$ cat config.mk
export PLATFORM = sky130hd
export DESIGN_NAME = wfb_div
export DESIGN_NICKNAME = d
export VERILOG_FILES = /design/src/rtl/wfb_pkg.sv /design/src/rtl/wfb_div.sv
export SDC_FILE = /design/constraint.sdc
export NUM_CORES = 2
export LEC_CHECK = 0
export ABC_CLOCK_PERIOD_IN_PS = 6100
export BUFFER_PORTS_ARGS = -buffer_cell sky130_fd_sc_hd__buf_2
export CAP_MARGIN = 10
export CELL_PAD_IN_SITES_DETAIL_PLACEMENT = 2
export CELL_PAD_IN_SITES_GLOBAL_PLACEMENT = 2
export CORE_ASPECT_RATIO = 0.75
export CORE_UTILIZATION = 35
export DETAILED_ROUTE_END_ITERATION = 8
export PLACE_DENSITY = 0.69
export SLEW_MARGIN = 20
export SYNTH_ARGS = -nofsm -noshare
export SYNTH_HDL_FRONTEND = slang
export SYNTH_SLANG_ARGS = --single-unit
$ cat constraint.sdc
create_clock -name clk -period 6.1 [get_ports clk]
set_input_delay 1.22 -clock clk [delete_from_list [all_inputs] [get_ports clk]]
set_output_delay 1.22 -clock clk [all_outputs]
set_load 0.02 [all_outputs]
$ cat src/rtl/wfb_pkg.sv
// ----------------------------------------------------------------------------
// wfb_pkg
// Shared types and constants of the weighted frame blend unit.
// ----------------------------------------------------------------------------
`default_nettype none

package wfb_pkg;

    localparam int SAMPLE_BITS = 8;
    localparam int WEIGHT_BITS = 16;
    localparam int SUM_BITS    = 32;
    localparam int CFG_DATA_W  = 13;
    localparam int FE_REG_W    = 13;
    localparam int FC_REG_W    = 5;
    localparam int FE_RESET    = 4096;
    localparam int FC_RESET    = 1;

    typedef enum logic [0:0] {
        CFG_FRAME_ELEMENTS = 1'b0,
        CFG_FRAME_COUNT    = 1'b1
    } wfb_cfg_idx_t;

    typedef struct packed {
        logic                valid;
        logic                last_elem;
        logic [SUM_BITS-1:0] sum;
        logic [SUM_BITS-1:0] total;
    } wfb_acc_t;

    typedef struct packed {
        logic                   valid;
        logic                   last_elem;
        logic                   zero;
        logic [SAMPLE_BITS-1:0] blended;
    } wfb_res_t;

endpackage

`default_nettype wire

$ cat src/rtl/wfb_div.sv
// ----------------------------------------------------------------------------
// wfb_div
// Pipelined signed divider, one quotient bit per stage, truncating.
// ----------------------------------------------------------------------------
`default_nettype none

module wfb_div import wfb_pkg::*; (
    input  wire logic clk,
    input  wire logic rst_n,
    input  wire logic en,
    input  wfb_acc_t  acc,
    output wfb_res_t  res
);

    localparam int N = SUM_BITS;

    logic [0:N]   v_reg;
    logic [N-1:0] rem_reg [0:N];
    logic [N-1:0] nq_reg  [0:N];
    logic [N-1:0] den_reg [0:N];
    logic [0:N]   neg_reg;
    logic [0:N]   zero_reg;
    logic [0:N]   last_reg;

    logic [N-1:0] num_abs;
    logic [N-1:0] den_abs;
    logic [N-1:0] q_signed;

    assign num_abs = acc.sum[N-1] ? N'(-acc.sum) : acc.sum;
    assign den_abs = acc.total[N-1] ? N'(-acc.total) : acc.total;

    always_ff @(posedge clk or negedge rst_n)
    begin
        if (!rst_n)
        begin
            v_reg <= '0;
        end
        else if (en)
        begin
            v_reg <= {acc.valid, v_reg[0:N-1]};
        end
    end

    always_ff @(posedge clk)
    begin
        if (en)
        begin
            rem_reg[0]  <= '0;
            nq_reg[0]   <= num_abs;
            den_reg[0]  <= den_abs;
            neg_reg[0]  <= acc.sum[N-1] ^ acc.total[N-1];
            zero_reg[0] <= (acc.total == '0);
            last_reg[0] <= acc.last_elem;
        end
    end

    for (genvar k = 0; k < N; k++)
    begin : g_step
        logic [N:0]   trial;
        logic         ge;
        logic [N:0]   diff;

        assign trial = {rem_reg[k], nq_reg[k][N-1]};
        assign ge    = (trial >= {1'b0, den_reg[k]});
        assign diff  = trial - {1'b0, den_reg[k]};

        always_ff @(posedge clk)
        begin
            if (en)
            begin
                rem_reg[k+1]  <= ge ? diff[N-1:0] : trial[N-1:0];
                nq_reg[k+1]   <= {nq_reg[k][N-2:0], ge};
                den_reg[k+1]  <= den_reg[k];
                neg_reg[k+1]  <= neg_reg[k];
                zero_reg[k+1] <= zero_reg[k];
                last_reg[k+1] <= last_reg[k];
            end
        end
    end

    assign q_signed = neg_reg[N] ? N'(-nq_reg[N]) : nq_reg[N];

    assign res.valid     = v_reg[N];
    assign res.last_elem = last_reg[N];
    assign res.zero      = zero_reg[N];
    assign res.blended   = zero_reg[N] ? '0 : q_signed[SAMPLE_BITS-1:0];

endmodule

`default_nettype wire

# [Yosys cells after proc, flatten, opt, wreduce, memory -nomap -nowiden]
# Memories as Yosys holds them, arrays and structs flattened.
# Index checks and enable logic that the tools add are counted.
[classes] n_addsub=35 order_cmp=32 muxes=38 bitwise_logic=1 n_reduce_logical=1
[op_table] operator="two-way mux 32 bit" count=34
[op_table] operator=">= comparator 33 x 32 -> 1 bit" count=32
[op_table] operator="subtractor 32 bit" count=32
[op_table] operator="negation 32 bit" count=2
[op_table] operator="zero test 32 bit" count=1
[op_table] operator="two-way mux 8 bit" count=2
[op_table] operator="negation 8 bit" count=1
[op_table] operator="two-way mux 1 bit" count=2
[op_table] operator="XOR 1 bit" count=1
[word_totals] regBits=132 mem_bits_rw=3168 input_bits=69 out_inout_bits=11 mem_count=3
[mem_list] memory="den_reg" depth=33 width=32 read_ports=32 rd_clocked_by_memory_dff=0 wr=33 line_no="wfb_div.sv:20" source="logic [N-1:0] den_reg [0:N];"
[mem_list] memory="nq_reg" depth=33 width=32 read_ports=33 rd_clocked_by_memory_dff=0 wr=33 line_no="wfb_div.sv:19" source="logic [N-1:0] nq_reg [0:N];"
[mem_list] memory="rem_reg" depth=33 width=32 read_ports=32 rd_clocked_by_memory_dff=0 wr=33 line_no="wfb_div.sv:18" source="logic [N-1:0] rem_reg [0:N];"

# [Longest topological paths before layout]
# An unclocked memory read counts as a cell.
[depth] word_depth=4 ltp_mapped=17 ltp_nobuf=14

# [Least setup slack after synthesis]
# No wires, ideal clock.
[synth_path] kind="in2reg" startpoint="in acc[10] in the netlist's numbering" endpoint="mem den_reg[0][30] in the netlist's numbering (data pin)" t_arrival_ps=4122 path_slack_ps=1720 cell_stages=10 cell_sequence="or4_4 -> nor2_4 -> nand2b_2 -> or4_1 -> or4_4 -> or4_1 -> or4_4 -> or2_4 -> o31ai_4 -> xnor2_1"
[synth_lines] element="from (decl)" line_no="wfb_div.sv:11" source="input wfb_acc_t acc,"
[synth_lines] element="to (decl)" line_no="wfb_div.sv:20"

==> impl_metrics.toml <==
[global_route]
grt_pass1_wl_um = 684700
grt_overflow = 0
antenna_found_initial = 47
grt_max_degree = 166
grt_pass1_vias = 108500
grt_util_all_layers_pct = 20.84

[worst_setup_path]
end_kind = "register"
critPathKind = "reg -> reg"
cp_max_fo = 33
start_kind = "register"
cp.arrival_ns = 5.70
cp.required_ns = 6.79

[layout]
drive_gt1_share_pct = 8.967
n_fill_cell = 42950
utilization_pct = 39.45
multiInputGateArea_um2 = 59550
area_growth_syn_to_layout_pct = 12.10
largest_reg_flops = 1024
nets = 13930
design_area_um2 = 164200
regArea_um2 = 81270

[sta]
max_freq_mhz = 199.7
worstMarginPinSlew_ns = 1.296
hold_violations = 0
fin_setup_tns_ns = 0
maxSlewViolCount = 0
rsz0062_at_grt = "no"
clock_skew_ns = 0.07189
fin_crit_ns = 5.008
setup_viol = 0
period_share_pct = 82.10
slew_headroom_pct = 13.63

[power]
internal-power_uw = 54070
p_leak_uw = 0.06566
p_sw_share_pct = 39.69
ir_worst_vdd_v = 0.0002240
powerDensity_nw_per_um2 = 545.9
netSwitchingPower_uw = 35590
combPwrFrac_pct = 45.4
clock_power_share_pct = 20.9
seqPwrFrac_pct = 33.7

[yosys]
synth_edf_count = 2679
postSynthAreaPerCell_um2 = 11.63
ys_seq_area_share_pct = 55.47
syn-num-nets = 13700
ys_ff_latch = 2712
netlist_area_um2 = 146500
yosys_warnings = 0
ys_types = 89
netlist_instances = 12600
synth_flop_cell = "edfxtp_1"
synthArstFlopShare_pct = 1.217

[placement]
place.gp.congestion = 0.9154
io_buffers = 79
placed_cell_area_um2 = 154400
dpl.hpwl_um = 344500

[clock_network]
postCtsSetupRepairBufs = 0
cts_resized = 0
cts_sinks = 2712
cts_hold_buf = 0
cts_tree = "done"
root_buffer = "clkbuf_16"
cts_buffers = 308
clkLatencyLatePin_ns = 0.96
clk_pin_slew_ns = 0.06
htree_num_levels = 5
clk_path_buf_depth = 4

[routing]
drc = 0
initialDrtViolationCount = 6818
finalWirelength_um = 451400
vias = 100800
wl_per_cell_um = 24.17
ant_nets = 0
first_pass_iters = 5
vias_per_cell = 5.397

[floorplan]
io_pins = 80
core_area_um2 = 416300
rows = 205
die_h_um = 562.3
dieArea_um2 = 421200
die_w_um = 749.1
initial_core_util_pct = 35.19

[min_path]
hold_class = "in -> async"

[run]
drv_cap = 0

[run_status]
status = "finished, final reports clean"
==> worst max-delay path, cell delays in order, from the launching register on <==
cell      delay [ns]
edfxtp_1        0.44
inv_1           0.09
ha_1            0.25
nor2b_1         0.14
o21a_1          0.18
o21ai_0         0.29
a21oi_1         0.21
o21ai_0         0.73
o31ai_1         0.33
a21oi_1         0.60
o21ai_0         0.36
a31oi_4         0.22
buf_4           0.45
mux2_2          0.43
==> kinds of logic (layout without fill, tap and decap cells) <==
logic type                 Yosys count  count (layout)  share of synthesized area, %
AOI/OAI and AO/OA                 3323            3323                         14.28
xor gates and xnor gates           851             851                         5.087
adders and majority gates         1027            1027                         8.924
buffers and inverters             1596            2064                         4.097
DFF                               2712            2712                         55.47
muxes                              459             459                         3.506
other                                0              14                             0
and+or+nand+nor                   2634            2634                         8.630
==> layout make-up <==
class                   count  area share, %
well taps                5589          4.258
flip-flops and latches   2712          49.48
multi-input cells        8294          36.26
diodes                     14        0.02133
inverters                1318          3.012
repair buffers            200         0.9858
clock buffers             383          4.953
clock inverters           163          1.026
==> cells in the final DEF, fill, tap and decap left out, types with 145 or more instances in the layout <==
cell and count:
inv_1 1316, o21ai_0 804, mux2_2 433, xnor2_1 515, nand3_1 201, o21a_1 145, a21o_1 517, clkbuf_16 313
a21oi_1 944, edfxtp_1 2679, nor2_1 628, xor2_1 335, ha_1 997, nand2_1 834, o21bai_1 152
==> final timing paths <==
check	cells past startpoint	endpoint	startpoint	slack, ns
worst max-delay path	13	rem_reg[0][894]	den_reg[0][833]	1.09
worst min-delay path	1	v_reg[16]	rst_n	0.34
worst max register to register	13	rem_reg[0][894]	den_reg[0][833]	1.09
worst min register to register	0	nq_reg[20][30]	nq_reg[19][29]	0.36
max in group asynchronous	1	v_reg[18]	rst_n	5.27
min in group clk	0	nq_reg[20][30]	nq_reg[19][29]	0.36
==> through the flow <==
step	std cells	hold slack, ns	power [uW]	worst slack (ns)
finish	18670	0.3364	89650	1.092
global placement	18110	0.4006	68360	0.7605
CTS	18660	0.2431	90250	1.156
floorplan	12600	0.4003	57370	1.720
global route	18670	0.3055	95180	0.9262
detailed placement	18110	0.4051	70690	0.8461
==> power by group through the flow <==
stage / clock network (uW) / registers (uW) / logic, uW
floorplan: 0 / 28700 / 28700
global placement: 0 / 30500 / 37800
detailed placement: 0 / 30600 / 40100
CTS: 19300 / 30300 / 40600
global route: 19900 / 30600 / 44700
finish: 18700 / 30200 / 40700
==> cells in the mapped netlist (all sizes together) (18+ instances only) <==
master,instances,area [um^2]
a2111oi,18,158.9
a211o,39,341.6
a211oi,105,788.3
a21boi,34,255.3
a21o,517,3881
a21oi,953,4770
a221oi,34,297.8
a31oi,89,556.8
a41oi,19,166.4
and2,38,237.7
and3,93,581.8
and4,31,271.5
buf,20,87.58
clkbuf,258,968.4
dfrtp,33,825.8
edfxtp,2679,80450
fa,30,600.6
ha,997,12470
inv,1316,4940
mux2,433,4876
mux2i,26,260.3
nand2,834,3131
nand2b,144,903.4
nand3,201,1006
nand4,143,894.6
nor2,629,2369
nor2b,124,775.7
nor3,140,700.7
nor3b,18,135.1
nor4,90,569.3
o2111ai,19,166.4
o211a,18,180.2
o211ai,56,420.4
o21a,145,1089
o21ai,819,4099
o21bai,153,1149
o22ai,29,181.4
o31a,18,157.7
o31ai,94,719.4
o41ai,21,191.4
or2,38,240.2
or3,45,281.5
or4,26,206.5
xnor2,515,4511
xor2,336,2943
==> metal layers <==
metal / vias up / track usage, % / share of wire [%]
li1: 46910 / - / -
met1: 51740 / 31.35 / 50
met2: 1638 / 32.24 / 44
met3: 479 / 2.614 / 4.3
met4: 2 / 4.127 / 1.8
met5: - / 0 / 0.0029
Note: power is estimated with default switching activity, not from simulation.
